--- src/hdl/rbm_pkg.sv ---
// ----------------------------------------------------------------------------
// rbm_pkg
// Shared types and constants for the RGBA blend mode unit: channel width,
// blend mode codes, payload structs and lane control.
// ----------------------------------------------------------------------------
package rbm_pkg;

    localparam int CH_BITS   = 8;
    localparam int PROD_BITS = 2 * CH_BITS;
    localparam int SUM_BITS  = 2 * CH_BITS + 1;
    localparam int EST_BITS  = SUM_BITS - CH_BITS;
    localparam int NUM_LANES = 4;
    localparam int MODE_BITS = 4;

    typedef logic [CH_BITS-1:0]   channel_t;
    typedef logic [MODE_BITS-1:0] mode_t;

    localparam channel_t CH_MAX  = channel_t'((1 << CH_BITS) - 1);
    localparam channel_t CH_HALF = channel_t'(((1 << CH_BITS) - 2) / 2);
    localparam channel_t CH_MID  = channel_t'((1 << CH_BITS) / 2);

    localparam mode_t MODE_MULTIPLY   = 4'd0;
    localparam mode_t MODE_ADD        = 4'd1;
    localparam mode_t MODE_SUBTRACT   = 4'd2;
    localparam mode_t MODE_DIFFERENCE = 4'd3;
    localparam mode_t MODE_SCREEN     = 4'd4;
    localparam mode_t MODE_OVERLAY    = 4'd5;
    localparam mode_t MODE_LIGHTEN    = 4'd6;
    localparam mode_t MODE_DARKEN     = 4'd7;
    localparam mode_t MODE_COLOR_ONLY = 4'd8;

    localparam int LANE_RED   = 0;
    localparam int LANE_GREEN = 1;
    localparam int LANE_BLUE  = 2;
    localparam int LANE_ALPHA = 3;

    typedef struct packed {
        channel_t a_red;
        channel_t a_green;
        channel_t a_blue;
        channel_t a_alpha;
        channel_t b_red;
        channel_t b_green;
        channel_t b_blue;
        channel_t b_alpha;
    } pixel_pair_t;

    typedef struct packed {
        channel_t out_red;
        channel_t out_green;
        channel_t out_blue;
        channel_t out_alpha;
    } pixel_t;

    // Per-lane control carried from the product stage to the divide stage
    typedef struct packed {
        logic use_div;   // result comes from the normalized product
        logic dbl;       // overlay: product counts twice
        logic cmpl;      // result is M minus the quotient
    } lane_ctl_t;

endpackage

--- src/hdl/rbm_lane.sv ---
// ----------------------------------------------------------------------------
// rbm_lane
// One channel of the blend: stage one picks operands and multiplies,
// stage two divides by the channel maximum with rounding and selects.
// ----------------------------------------------------------------------------
module rbm_lane (
    input  logic           clk,
    input  rbm_pkg::mode_t mode,
    input  rbm_pkg::channel_t a,
    input  rbm_pkg::channel_t b,
    output rbm_pkg::channel_t res
);
    import rbm_pkg::*;

    channel_t                a_inv;
    channel_t                b_inv;
    channel_t                op_x;
    channel_t                op_y;
    logic [CH_BITS:0]        ab_sum;
    channel_t                simple_next;
    lane_ctl_t               ctl_next;
    logic                    use_inv;

    logic [PROD_BITS-1:0]    prod_reg;
    channel_t                simple_reg;
    lane_ctl_t               ctl_reg;

    logic [SUM_BITS-1:0]     num;
    logic [SUM_BITS-1:0]     est_sum;
    logic [EST_BITS-1:0]     est;
    logic [SUM_BITS-1:0]     est_times_max;
    logic [EST_BITS-1:0]     rem;
    logic [EST_BITS-1:0]     quot;
    channel_t                q;

    assign a_inv  = CH_MAX - a;
    assign b_inv  = CH_MAX - b;
    assign ab_sum = {1'b0, a} + {1'b0, b};

    always_comb
    begin
        simple_next = CH_MAX;
        ctl_next    = '0;
        use_inv     = 1'b0;
        case (mode)
            MODE_MULTIPLY:
            begin
                ctl_next.use_div = 1'b1;
            end
            MODE_ADD:
            begin
                simple_next = ab_sum[CH_BITS] ? CH_MAX : ab_sum[CH_BITS-1:0];
            end
            MODE_SUBTRACT:
            begin
                simple_next = (a > b) ? channel_t'(a - b) : '0;
            end
            MODE_DIFFERENCE:
            begin
                simple_next = (a > b) ? channel_t'(a - b) : channel_t'(b - a);
            end
            MODE_SCREEN:
            begin
                ctl_next.use_div = 1'b1;
                ctl_next.cmpl    = 1'b1;
                use_inv          = 1'b1;
            end
            MODE_OVERLAY:
            begin
                ctl_next.use_div = 1'b1;
                ctl_next.dbl     = 1'b1;
                ctl_next.cmpl    = (a >= CH_MID);
                use_inv          = (a >= CH_MID);
            end
            MODE_LIGHTEN:
            begin
                simple_next = (a > b) ? a : b;
            end
            MODE_DARKEN:
            begin
                simple_next = (a < b) ? a : b;
            end
            MODE_COLOR_ONLY:
            begin
                simple_next = b;
            end
            default:
            begin
                simple_next = CH_MAX;
            end
        endcase
    end

    assign op_x = use_inv ? a_inv : a;
    assign op_y = use_inv ? b_inv : b;

    always_ff @(posedge clk)
    begin
        prod_reg   <= PROD_BITS'(op_x) * PROD_BITS'(op_y);
        simple_reg <= simple_next;
        ctl_reg    <= ctl_next;
    end

    // Divide by M = 2^N - 1: the estimate is exact or one short, fix by one compare
    assign num = (ctl_reg.dbl ? {prod_reg, 1'b0} : {1'b0, prod_reg})
                 + SUM_BITS'(CH_HALF);
    assign est_sum       = num + (num >> CH_BITS);
    assign est           = est_sum[SUM_BITS-1:CH_BITS];
    assign est_times_max = (SUM_BITS'(est) << CH_BITS) - SUM_BITS'(est);
    assign rem           = EST_BITS'(num - est_times_max);
    assign quot          = est + EST_BITS'(rem >= EST_BITS'(CH_MAX));
    assign q             = quot[CH_BITS-1:0];

    assign res = ctl_reg.use_div ? (ctl_reg.cmpl ? channel_t'(CH_MAX - q) : q) : simple_reg;

endmodule

--- src/hdl/rbm_merge.sv ---
// ----------------------------------------------------------------------------
// rbm_merge
// Output stage: gathers the four lane results into one pixel beat and
// raises the strobe for one cycle.
// ----------------------------------------------------------------------------
module rbm_merge (
    input  logic              clk,
    input  logic              rst_n,
    input  logic              valid,
    input  rbm_pkg::channel_t lane_res [rbm_pkg::NUM_LANES],
    output rbm_pkg::pixel_t   result,
    output logic              done
);
    import rbm_pkg::*;

    pixel_t result_reg;
    logic   done_reg;

    always_ff @(posedge clk or negedge rst_n)
    begin
        if (!rst_n)
        begin
            done_reg <= 1'b0;
        end
        else
        begin
            done_reg <= valid;
        end
    end

    always_ff @(posedge clk)
    begin
        if (valid)
        begin
            result_reg.out_red   <= lane_res[LANE_RED];
            result_reg.out_green <= lane_res[LANE_GREEN];
            result_reg.out_blue  <= lane_res[LANE_BLUE];
            result_reg.out_alpha <= lane_res[LANE_ALPHA];
        end
    end

    assign result = result_reg;
    assign done   = done_reg;

endmodule

--- src/hdl/rgba_blend_mode_unit.sv ---
// ----------------------------------------------------------------------------
// rgba_blend_mode_unit
// Blends two RGBA pixels under a configured mode; four channel lanes in
// parallel, alpha as the normalized product of both alphas (white in undefined modes).
// ----------------------------------------------------------------------------
//  channel   signals                         beat taken when
//  input     start, busy, pixels             start && !busy
//  result    done, result                    done (one cycle, no stall)
//  config    cfg_valid, cfg_ready, cfg_data  cfg_valid && cfg_ready
//
//  One pixel pair per cycle; the result passes the stage one and merge registers.
//  Stage one muxes operands and runs one 8x8 multiplier per lane; stage two
//  divides by the channel maximum and the merge register drives the outputs.
//  busy stays low and cfg_ready stays high. Reset clears the mode to
//  multiply and drops any beat in flight.
// ----------------------------------------------------------------------------
module rgba_blend_mode_unit (
    input  logic                  clk,
    input  logic                  rst_n,
    input  logic                  start,
    output logic                  busy,
    input  rbm_pkg::pixel_pair_t  pixels,
    output logic                  done,
    output rbm_pkg::pixel_t       result,
    input  logic                  cfg_valid,
    output logic                  cfg_ready,
    input  rbm_pkg::mode_t        cfg_data
);
    import rbm_pkg::*;

    mode_t    mode_reg;
    mode_t    alpha_mode;
    logic     s1_valid_reg;
    channel_t a_ch     [NUM_LANES];
    channel_t b_ch     [NUM_LANES];
    mode_t    lane_mode[NUM_LANES];
    channel_t lane_res [NUM_LANES];

    assign busy      = 1'b0;
    assign cfg_ready = 1'b1;

    always_ff @(posedge clk or negedge rst_n)
    begin
        if (!rst_n)
        begin
            mode_reg     <= MODE_MULTIPLY;
            s1_valid_reg <= 1'b0;
        end
        else
        begin
            if (cfg_valid && cfg_ready)
            begin
                mode_reg <= cfg_data;
            end
            s1_valid_reg <= start && !busy;
        end
    end

    // Alpha multiplies in every defined mode; undefined modes give white
    assign alpha_mode = (mode_reg > MODE_COLOR_ONLY) ? mode_reg : MODE_MULTIPLY;

    assign a_ch[LANE_RED]   = pixels.a_red;
    assign a_ch[LANE_GREEN] = pixels.a_green;
    assign a_ch[LANE_BLUE]  = pixels.a_blue;
    assign a_ch[LANE_ALPHA] = pixels.a_alpha;
    assign b_ch[LANE_RED]   = pixels.b_red;
    assign b_ch[LANE_GREEN] = pixels.b_green;
    assign b_ch[LANE_BLUE]  = pixels.b_blue;
    assign b_ch[LANE_ALPHA] = pixels.b_alpha;

    assign lane_mode[LANE_RED]   = mode_reg;
    assign lane_mode[LANE_GREEN] = mode_reg;
    assign lane_mode[LANE_BLUE]  = mode_reg;
    assign lane_mode[LANE_ALPHA] = alpha_mode;

    for (genvar i = 0; i < NUM_LANES; i++)
    begin : g_lane
        rbm_lane u_lane (
            .clk  (clk),
            .mode (lane_mode[i]),
            .a    (a_ch[i]),
            .b    (b_ch[i]),
            .res  (lane_res[i])
        );
    end

    rbm_merge u_merge (
        .clk      (clk),
        .rst_n    (rst_n),
        .valid    (s1_valid_reg),
        .lane_res (lane_res),
        .result   (result),
        .done     (done)
    );

endmodule

--- config.mk ---
export PLATFORM = sky130hd
export DESIGN_NAME = rgba_blend_mode_unit
export DESIGN_NICKNAME = d
export VERILOG_FILES = /design/src/hdl/rbm_pkg.sv /design/src/hdl/rbm_lane.sv /design/src/hdl/rbm_merge.sv /design/src/hdl/rgba_blend_mode_unit.sv
export SDC_FILE = /design/constraint.sdc
export NUM_CORES = 1
export LEC_CHECK = 0
export BUFFER_PORTS_ARGS = -buffer_cell sky130_fd_sc_hd__buf_2
export CAP_MARGIN = 20
export CELL_PAD_IN_SITES_DETAIL_PLACEMENT = 0
export CELL_PAD_IN_SITES_GLOBAL_PLACEMENT = 2
export CORE_MARGIN = 2
export CORE_UTILIZATION = 42
export DETAILED_ROUTE_END_ITERATION = 16
export PLACE_DENSITY = 0.95
export SLEW_MARGIN = 25
export SYNTH_ARGS = -nofsm -noshare
export SYNTH_HDL_FRONTEND = slang
export SYNTH_HIERARCHICAL = 1
export SYNTH_SLANG_ARGS = --single-unit
--- constraint.sdc ---
create_clock -name clk -period 17.95 [get_ports clk]
set_input_delay 3.59 -clock clk [delete_from_list [all_inputs] [get_ports clk]]
set_output_delay 3.59 -clock clk [all_outputs]
set_load 0.02 [all_outputs]
# Word level (Yosys, flattened, before mapping)
# Cells that the tools add are included.
[word_totals]
register_bits = 142
latch_bits = 0
ramBits = 0
rom_bits = 0
inputBits = 72
output_inout_bits = 35
wordCells = 161
mem_count = 0
[classes]
addsub = 44
n_mul = 4
div = 0
n_lt_le_gt_ge = 17
eq_ne = 16
shift = 0
n_mux = 53
bitwise_logic = 0
n_reduce_logical = 4
[ops]
columns = ["cell", "n"]
rows = [
  ["8-bit 2-to-1 mux", 36],
  ["8-bit case mux with 6 select lines", 4],
  ["8-bit subtractor (first input constant)", 12],
  ["9-bit subtractor", 8],
  ["17-bit by 7-bit adder with 17-bit output (second input constant)", 4],
  ["17-bit by 9-bit adder with 17-bit output", 4],
  ["17-bit 2-to-1 mux", 4],
  ["8-bit by 8-bit multiplier with 16-bit output", 4],
  ["8-bit subtractor", 8],
  ["8-bit by 8-bit adder with 9-bit output", 4],
  ["9-bit by 8-bit >= comparator with 1-bit output (second input constant)", 4],
  ["8-bit by 1-bit adder with 8-bit output", 4],
  ["4-bit by 3-bit == test with 1-bit output (second input constant)", 8],
  ["8-bit >= comparator (second input constant)", 4],
  ["8-bit > comparator", 4],
  ["8-bit less-than comparator", 4],
  ["4-bit by 2-bit == test with 1-bit output (second input constant)", 4],
  ["4-bit by 1-bit == test with 1-bit output (second input constant)", 2],
  ["4-bit == test (second input constant)", 2],
  ["4-bit zero test", 2],
  ["1-bit case mux with 2 select lines", 4],
  ["3-bit OR reduction", 2],
  ["4-bit > comparator (second input constant)", 1],
  ["1-bit 2-to-1 mux", 4],
  ["4-bit 2-to-1 mux", 1],
]

# Logic depth before layout (Yosys ltp)
# Gate-level depths: netlist of the first run.
[depth]
ltp_word = 10
mapped_depth = 41
mapped_depth_nobuf = 39

# Modules after synthesis
# Netlist of the first run, hierarchy kept.
[by_module_without_submodules]
columns = ["module", "n_inst", "cells_per_inst", "area_per_inst_um2", "seq_area_each_um2"]
rows = [
  ["rbm_lane at g_lane[0].u_lane", 1, 876, 6436.2, 540.5],
  ["rbm_lane at g_lane[2].u_lane", 1, 864, 6427.4, 540.5],
  ["rbm_lane at g_lane[1].u_lane", 1, 851, 6324.8, 540.5],
  ["rbm_lane at g_lane[3].u_lane", 1, 846, 6287.3, 540.5],
  ["rbm_merge", 1, 33, 985.9, 985.9],
  ["rgba_blend_mode_unit", 1, 17, 220.2, 125.1],
]

# Least setup slack after synthesis of the first run
# Ideal clock, no wire load.
[synth_timing]
path_type = "input port to flip-flop"
from = "in pixels[39] (netlist name)"
to = "reg g_lane[3].u_lane.prod_reg[15]"
setup_ps = 121
arrival_ps = 8317
required_time_ps = 17829
setup_slack_ps = 9512
stages = 23
path_buffers = 1
cell_sequence = "nand2b_1 nand3_1 inv_1 clkbuf_1 nand2_1 mux2_2 fa_1 fa_1 inv_1 fa_1 inv_1 fa_1 inv_1 ha_1 a21boi_0 o21ai_0 a21boi_0 o21ai_0 nand2b_1 a21o_1 a21oi_1 o21ai_0 xnor2_1"
[synth_via]
elab_chain_cells = 4
word_cells_on_any_way = 6
cone_classes = "add/sub: 1; mul: 1; order compare: 1; mux: 3"
[synth_rtl]
columns = ["item", "line", "text"]
rows = [
  ["start: declaration", "rgba_blend_mode_unit.sv:22", "input rbm_pkg::pixel_pair_t pixels,"],
  ["8-bit >= comparator", "rbm_lane.sv:73", "use_inv = (a >= CH_MID);"],
  ["1-bit case mux with 2 select lines", "rbm_lane.sv:45", "case (mode)"],
  ["8-bit 2-to-1 mux, on equally long branches", "rbm_lane.sv:94, rbm_lane.sv:95", ""],
  ["8-bit by 8-bit multiplier with 16-bit output *", "rbm_lane.sv:99", "prod_reg <= PROD_BITS'(op_x) * PROD_BITS'(op_y);"],
  ["end signal: assignment", "rbm_lane.sv:99", ""],
  ["end: declaration", "rbm_lane.sv:24", "logic [PROD_BITS-1:0] prod_reg;"],
]
# Every way passes the cells marked *; elsewhere a longest branch is shown, timed or not.
# A chain may end at the register's enable or synchronous reset.

# Worst setup path in the final report of the first run
[layout_timing]
from = "in pixels[63] (netlist name)"
to = "reg g_lane[0].u_lane.prod_reg[15]"
[layout_via]
elab_chain_cells = 4
word_cells_on_any_way = 6
cone_classes = "add/sub: 1; mul: 1; order compare: 1; mux: 3"
[layout_rtl]
columns = ["item", "line"]
rows = [
  ["8-bit >= comparator", "rbm_lane.sv:73"],
  ["1-bit case mux with 2 select lines", "rbm_lane.sv:45"],
  ["8-bit 2-to-1 mux, on equally long branches", "rbm_lane.sv:94, rbm_lane.sv:95"],
  ["8-bit by 8-bit multiplier with 16-bit output *", "rbm_lane.sv:99"],
  ["end signal: assignment", "rbm_lane.sv:99"],
  ["end: declaration", "rbm_lane.sv:24"],
]
# Marks and branches as above.

==> metrics.md, run 1 <==
| Metric | Value |
|---|---|
| Crit path DAT | 9630 ps |
| Sequential Area | 0.003276 mm2 |
| WP buf/inv | 4 |
| LEAKAGE | 12.82 nW |
| CP Class | in2reg |
| Post-route cell area | 0.02832 mm2 |
| Core area | 0.06297 mm2 |
| Crit-path max cell delay | 740 ps |
| Port Buffers | 104 |
| Asr flop ratio synth | 0.04110 |
| Die H | 256.0 um |
| Power Density | 168.3 mW/mm2 |
| Vias | 23.64k |
| Fmax | 0.1079 GHz |
| DP Area | 0.02774 mm2 |
| Layout Area Growth over Synthesis | 6.129% |
| Count of cell types in the netlist | 117 |
| Post-synth top area cell | ha_1 |
| Netlist Area Pre-Place | 0.02668 mm2 |
| Sw Pwr | 0.002380 W |
| Vias in the first global route | 22.45k |
| Yosys warns | 6 |
| Worst-path clk slew | 60 ps |
| Seq pwr share | 0.130 |
| Cts bufs inserted | 17 |
| CTS tree | done |
| Final nets | 4,023 |
| Max Fanout on Critical Path | 32 |
| Final setup viols | 0 |
| Setup Buffers After CTS | 0 |
| Slew Limit Fails | 0 |
| Vias per cell | 5.455 |
| Crit-path slowest cell | inv_1 |
| Yosys top cell area share | 0.1519 |
| CP Capture Type | flop |
| Most frequent cell after synthesis | inv_1 |
| Post-synth top cells | 424 x inv_1, 334 x a21oi_1, 324 x ha_1 |
| Placer Congestion | 0.8824 |
| Starting density of the core | 0.4238 |
| CP startpoint kind | input pin |
| Root Driver | clkbuf_16 |
| Fin crit period | 9268 ps |
| RSZ-0062 raised after global routing | false |
| Initial antenna violation count | 7 |
| Primary FF master, synth | dfxtp_1 |
| Final HPWL DP | 58,370 um |
| Synth Net Count | 4,039 |
| Post-Route WL | 72,250 um |
| Worst min path class | reg2reg |
| Synth area leaders | ha_1 15%, fa_1 12%, dfxtp_1 8.1% |
| Placed cells | 4,298 |
| Hold Vio Cnt, Final | 0 |
| Worst clock skew | 9.207 ps |
| Design internal power | 0.002386 W |
| Max reg flops | 64 |
| DRC violations left | 0 |
| Gr ovfl total | 0 |
| Pwr Total | 0.004765 W |
| # hold bufs at CTS | 0 |
| Worst-Margin Slew | 968.7 ps |
| Largest net degree at the start of global routing | 50 |
| Tot GR Track Use | 0.2202 |
| Logic pwr share | 0.797 |
| Post-route insts no fill | 4,333 |
| Sequential share of the synthesized area | 0.1227 |
| First-pass GRT wire length | 117,900 um |
| 1st-iter DRT viols | 1,652 |
| Clock Power Share | 0.073 |
| VDD IR-drop max | 0.09159 mV |
| Post-synth EDFFs | 32 |
| H-tree depth | 4 |
| Full die area | 0.06556 mm2 |
| Syn Inst Count | 3,487 |
| Antenna-violating nets left | 0 |
| Cts repair resizes | 0 |
| Fin Setup TNS | 0 ps |
| CP delay by family, top | adder cells |
| Clock Sink Count | 146 |
| Fin util | 0.4497 |
| CP most frequent cell | o21ai_0 |
| Critical-path cell list | buf_2, nand2b_1, nand3_2, inv_1, nor2_1, nand2_1, o21ai_0, fa_1, fa_1, inv_1, fa_1, fa_1, inv_1, ha_1, o21ai_0, a21boi_0, o21ai_0, a21boi_0, o21ai_0, nand2b_1, a21o_1, a21oi_1, o21ai_0, xnor2_1 |
| Final period utilization | 0.5163 |
| Multi-input gate area | 0.02116 mm2 |
| Relative slew slack | 0.3503 |
| Rows | 92 |
| WL per Instance | 16.67 um |
| Clock Path Buffers | 2 |
| I/O pin count | 107 |
| Chip Width | 256.0 um |
| Sw Ratio | 0.4994 |
| Max-Cap Viols | 0 |
| Filler Cells Inserted | 6,529 |
| Outcome | complete, no violations |
| WP data required | 18,310 ps |
| Syn avg cell area | 7.652 um2 |
| Fraction of layout cells with a size suffix above 1 | 0.07061 |
| #FFs+latches synth | 146 |
| Worst-Skew Late Latency | 480 ps |
| Initial DRT Pass Iterations | 5 |
final cells by class:
cell class	count	share of cell area
Clock buffer	17	0.01502
Clock inverter	15	0.005037
Inverter	429	0.05687
Tap cell	846	0.03738
Timing Repair Buffer	120	0.02262
Antenna cell	3	0.0002651
Sequential cell	146	0.1157
Multi-Input combinational cell	2757	0.7471
cell families after synthesis:
family          after synthesis  share of synthesized area
buf+inv                     584                    0.08474
compound gates              869                     0.2041
flops                       146                     0.1227
mux                          70                    0.02790
xor+xnor                    261                    0.09125
fa+ha+maj                   480                     0.2690
simple gates               1075                     0.2000
other cells                   2                  0.0002815
worst reg2reg max path, delay by kind of cell (launching register included):
family / cells / cell delay, ps
muxes: 2 / 420
adders and majority gates: 5 / 1380
and+or+nand+nor: 13 / 2240
AOI/OAI and AO/OA: 12 / 2530
xor gates and xnor gates: 3 / 780
DFF: 1 / 300
buffers and inverters: 4 / 640
final timing paths:
path | cells after the start | endpoint | slack [ps] | startpoint
max | 24 | g_lane[0].u_lane/prod_reg[15] | 8680 | pixels[63]
min | 1 | u_merge/result[27] | 540 | g_lane[0].u_lane/simple_reg[3]
max reg2reg | 39 | u_merge/result[23] | 9360 | g_lane[1].u_lane/ctl_reg[1]
min reg2reg | 1 | u_merge/result[27] | 540 | g_lane[0].u_lane/simple_reg[3]
max in group asynchronous | 1 | s1_valid_reg | 14870 | rst_n
min in group asynchronous | 1 | mode_reg[2] | 2930 | rst_n
power groups by stage:
stage | Sequential [W] | Combinational, W | Clock, W
global route | 0.000640 | 0.00430 | 0.000371
finish | 0.000621 | 0.00380 | 0.000348
detailed placement | 0.000629 | 0.00380 | 0
global placement | 0.000627 | 0.00378 | 0
floorplan | 0.000589 | 0.00308 | 0
CTS | 0.000622 | 0.00383 | 0.000359
cell usage in the layout, fill, tap and decap left out, drive strengths merged, types with 44 or more instances in the layout:
cell	instances
a21o	49
a21oi	334
buf	120
dfxtp	108
fa	156
ha	324
inv	428
nand2	285
nand2b	55
nand3	119
nor2	293
nor2b	44
nor3	108
o21ai	202
xnor2	201
xor2	52
metal layers:
metal	vias up	part of all wire	GRT usage	routed length, um
met3	81	0.049	0.03268	3553
met1	11050	0.47	0.3002	33730
met5	-	0.00047	0	34
met2	554	0.47	0.3657	33790
met4	6	0.016	0.05279	1139
li1	11950	-	-	-
through the flow:
stage	hold slack, ps	setup slack [ps]
2_1_floorplan	509.3	9512
3_3_place_gp	521.2	7984
3_5_place_dp	530.4	7796
4_1_cts	544.9	8303
5_1_grt	575.8	8083
6_report	544.2	8682
No activity file was read; power rests on OpenSTA's default activity.
==> inputs of run 2 (changes only) <==
--- a/config.mk
+++ b/config.mk
@@ -10,9 +10,9 @@
 export CELL_PAD_IN_SITES_DETAIL_PLACEMENT = 0
 export CELL_PAD_IN_SITES_GLOBAL_PLACEMENT = 2
 export CORE_MARGIN = 2
-export CORE_UTILIZATION = 42
+export CORE_UTILIZATION = 39
 export DETAILED_ROUTE_END_ITERATION = 16
-export PLACE_DENSITY = 0.95
+export PLACE_DENSITY = 0.93
 export SLEW_MARGIN = 25
 export SYNTH_ARGS = -nofsm -noshare
 export SYNTH_HDL_FRONTEND = slang
==> constraint.sdc (replaced) <==
create_clock -name clk -period 8.85 [get_ports clk]
set_input_delay 1.77 -clock clk [delete_from_list [all_inputs] [get_ports clk]]
set_output_delay 1.77 -clock clk [all_outputs]
set_load 0.02 [all_outputs]
==> metrics.md, run 2 (synthesis results as in run 1) <==
| Metric | Value |
|---|---|
| Outcome | complete, no violations |
| Root Driver | clkbuf_16 |
| Fin crit period | 8040 ps |
| Setup Buffers After CTS | 0 (unchanged) |
| Final HPWL DP | 58,430 um (+0.11%) |
| Fmax | 0.1244 GHz |
| Hold wc startpoint | mode_reg[1] |
| Vias | 23.62k (-0.093%) |
| Hold path cells | 1 (unchanged) |
| First-pass GRT wire length | 118,700 um (+0.71%) |
| Hold Vio Cnt, Final | 0 (unchanged) |
| VDD IR-drop max | 0.2007 mV (+120%) |
| Clock Power Share | 0.078 (+0.005) |
| LEAKAGE | 12.86 nW (+0.31%) |
| CP most frequent cell | ha_1 |
| Crit-path slowest cell | or3b_2 |
| Gr ovfl total | 0 (unchanged) |
| Sw Pwr | 0.004871 W (+100%) |
| CP startpoint kind | flop |
| Cts bufs inserted | 17 (unchanged) |
| Final nets | 4,025 (+0.050%) |
| Critical R2R Capture | u_merge/result[23] |
| CTS tree | done |
| Core area | 0.06740 mm2 (+7.0%) |
| Clock Sink Count | 146 (unchanged) |
| Relative slew slack | 0.3126 (-0.03770) |
| Tot GR Track Use | 0.2078 (-0.01240) |
| Initial antenna violation count | 2 (-5) |
| Clock Path Buffers | 2 (unchanged) |
| Worst-Skew Late Latency | 470 ps (about the same) |
| Seq pwr share | 0.130 (about the same) |
| Placer Congestion | 0.8911 (+0.99%) |
| Fraction of layout cells with a size suffix above 1 | 0.07114 (+0.0005332) |
| R2R Setup Slk | 810 ps (-8550 ps) |
| Largest net degree at the start of global routing | 43 (-14%) |
| Post-route cell area | 0.02842 mm2 (+0.36%) |
| WHS Endpoint | mode_reg[1] |
| Crit-path max cell delay | 520 ps (-220 ps) |
| Sw Ratio | 0.4978 (-0.001589) |
| Max Fanout on Critical Path | 14 (-56%) |
| RSZ-0062 raised after global routing | false |
| Worst min path class | reg2reg |
| Worst r2r src | g_lane[1].u_lane/ctl_reg[1] |
| 1st-iter DRT viols | 1,682 (+1.8%) |
| Post-Route WL | 73,140 um (+1.2%) |
| Vias per cell | 5.418 (-0.69%) |
| Initial DRT Pass Iterations | 6 (+1) |
| Slew Limit Fails | 0 (unchanged) |
| Port Buffers | 104 (unchanged) |
| Fin Setup TNS | 0 ps (unchanged) |
| Worst-path clk slew | 70 ps (about the same) |
| Starting density of the core | 0.3959 (-0.02786) |
| CP Capture Type | flop |
| Hold Worst Slack | 490.2 ps (-54.02 ps) |
| Worst-Margin Slew | 1015 ps (+46.34 ps) |
| Vias in the first global route | 22.10k (-1.6%) |
| Worst Reg-to-Reg Cells | 39 (unchanged) |
| Worst clock skew | 10.85 ps (+1.646 ps) |
| Placed cells | 4,327 (+0.67%) |
| Chip Width | 265.6 um (+3.7%) |
| Final period utilization | 0.9085 |
| Max reg flops | 64 (unchanged) |
| N_diodes | 0 (-3) |
| Full die area | 0.07052 mm2 (+7.6%) |
| Design internal power | 0.004913 W (+110%) |
| DP Area | 0.02779 mm2 (+0.18%) |
| Antenna-violating nets left | 0 (unchanged) |
| I/O pin count | 107 (unchanged) |
| H-tree depth | 4 (unchanged) |
| Final setup viols | 0 (unchanged) |
| Post-route insts no fill | 4,359 (+0.60%) |
| Power Density | 344.3 mW/mm2 (+100%) |
| WL per Instance | 16.78 um (+0.63%) |
| DRC violations left | 0 (unchanged) |
| Layout Area Growth over Synthesis | 6.514% |
| CP Class | reg2reg |
| Fin util | 0.4217 (-0.02804) |
| WP data required | 9070 ps (-9240 ps) |
| Most common cell after layout, fill and taps aside | inv_1 |
| Die H | 265.6 um (+3.7%) |
| Most frequent cells in the layout | 424 x inv_1, 334 x a21oi_1, 324 x ha_1, 293 x nor2_1, 285 x nand2_1 |
| Rows | 95 (+3.3%) |
| Crit path DAT | 8260 ps (-1370 ps) |
| Logic pwr share | 0.792 (-0.005) |
| Max-Cap Viols | 0 (unchanged) |
[run 2: cell types whose count changed in the layout (fill, tap and decap cells not counted), moves of 3 or more]
cell | previous run | this run
diode_2 | 3 | 0
clkinv_2 | 6 | 2
clkbuf_1 | 0 | 3
clkbuf_8 | 0 | 3
[run 2: timing repair]
action	CTS	global route
hold buffers	0	0
gates resized for setup	0	3
endpoints found under the setup margin	0	4
[run 2: area by class of cell]
| cell class | instances | area, um2 |
|---|---|---|
| clock inverter | 7 | 92.59 |
| tap | 873 | 1092 |
| inverter | 429 | 1610 |
| timing repair buffer | 122 | 655.6 |
| clock buffer | 25 | 528.0 |
| multi-input combinational | 2757 | 21160 |
| fill | 6919 | 38980 |
| sequential | 146 | 3279 |
[run 2: worst max-delay path, delay by kind of cell (launching register included)]
family,cells,cell delay [ps]
xor gates and xnor gates,3,570
muxes,2,420
buffers and inverters,4,420
adders and majority gates,5,1160
DFF,1,480
and+or+nand+nor,12,2000
AOI/OAI and AO/OA,13,2710
[run 2: worst max path at each step]
| stage | from | to | cells past startpoint |
|---|---|---|---|
| 6_report | g_lane[1].u_lane/ctl_reg[1] | u_merge/result[23] | 39 |
| 3_5_place_dp | g_lane[1].u_lane/ctl_reg[1] | u_merge/result[23] | 38 |
| 3_3_place_gp | g_lane[1].u_lane/ctl_reg[1] | u_merge/result[23] | 38 |
| 5_1_grt | g_lane[1].u_lane/ctl_reg[1] | u_merge/result[23] | 39 |
| 4_1_cts | g_lane[1].u_lane/ctl_reg[1] | u_merge/result[23] | 38 |
| 2_1_floorplan | g_lane[2].u_lane/ctl_reg[1] | u_merge/result[15] | 36 |
[run 2: per-layer routing]
metal / GRT usage / routed length (um) / vias up / share of wire
li1: - / - / 11960 / -
met1: 0.2890 / 34530 / 11020 / 0.47
met2: 0.3412 / 34050 / 555 / 0.47
met3: 0.02546 / 3217 / 71 / 0.044
met4: 0.05100 / 1315 / 4 / 0.018
met5: 0 / 24 / - / 0.00033
[run 2: through the flow]
| stage | power, W | setup WS, ps |
|---|---|---|
| 6_report | 0.009784 | 810.0 |
| 5_1_grt | 0.01091 | 163.9 |
| 4_1_cts | 0.009861 | 507.8 |
| 3_5_place_dp | 0.009028 | 531.7 |
| 3_3_place_gp | 0.009017 | 582.5 |
| 2_1_floorplan | 0.007438 | 870.2 |
[run 2: power by group through the flow]
stage,Combinational [W],Sequential (W),Clock [W]
6_report,0.00775,0.00127,0.000761
5_1_grt,0.00878,0.00131,0.000815
4_1_cts,0.00780,0.00127,0.000792
3_5_place_dp,0.00774,0.00129,0
3_3_place_gp,0.00773,0.00129,0
2_1_floorplan,0.00624,0.00119,0
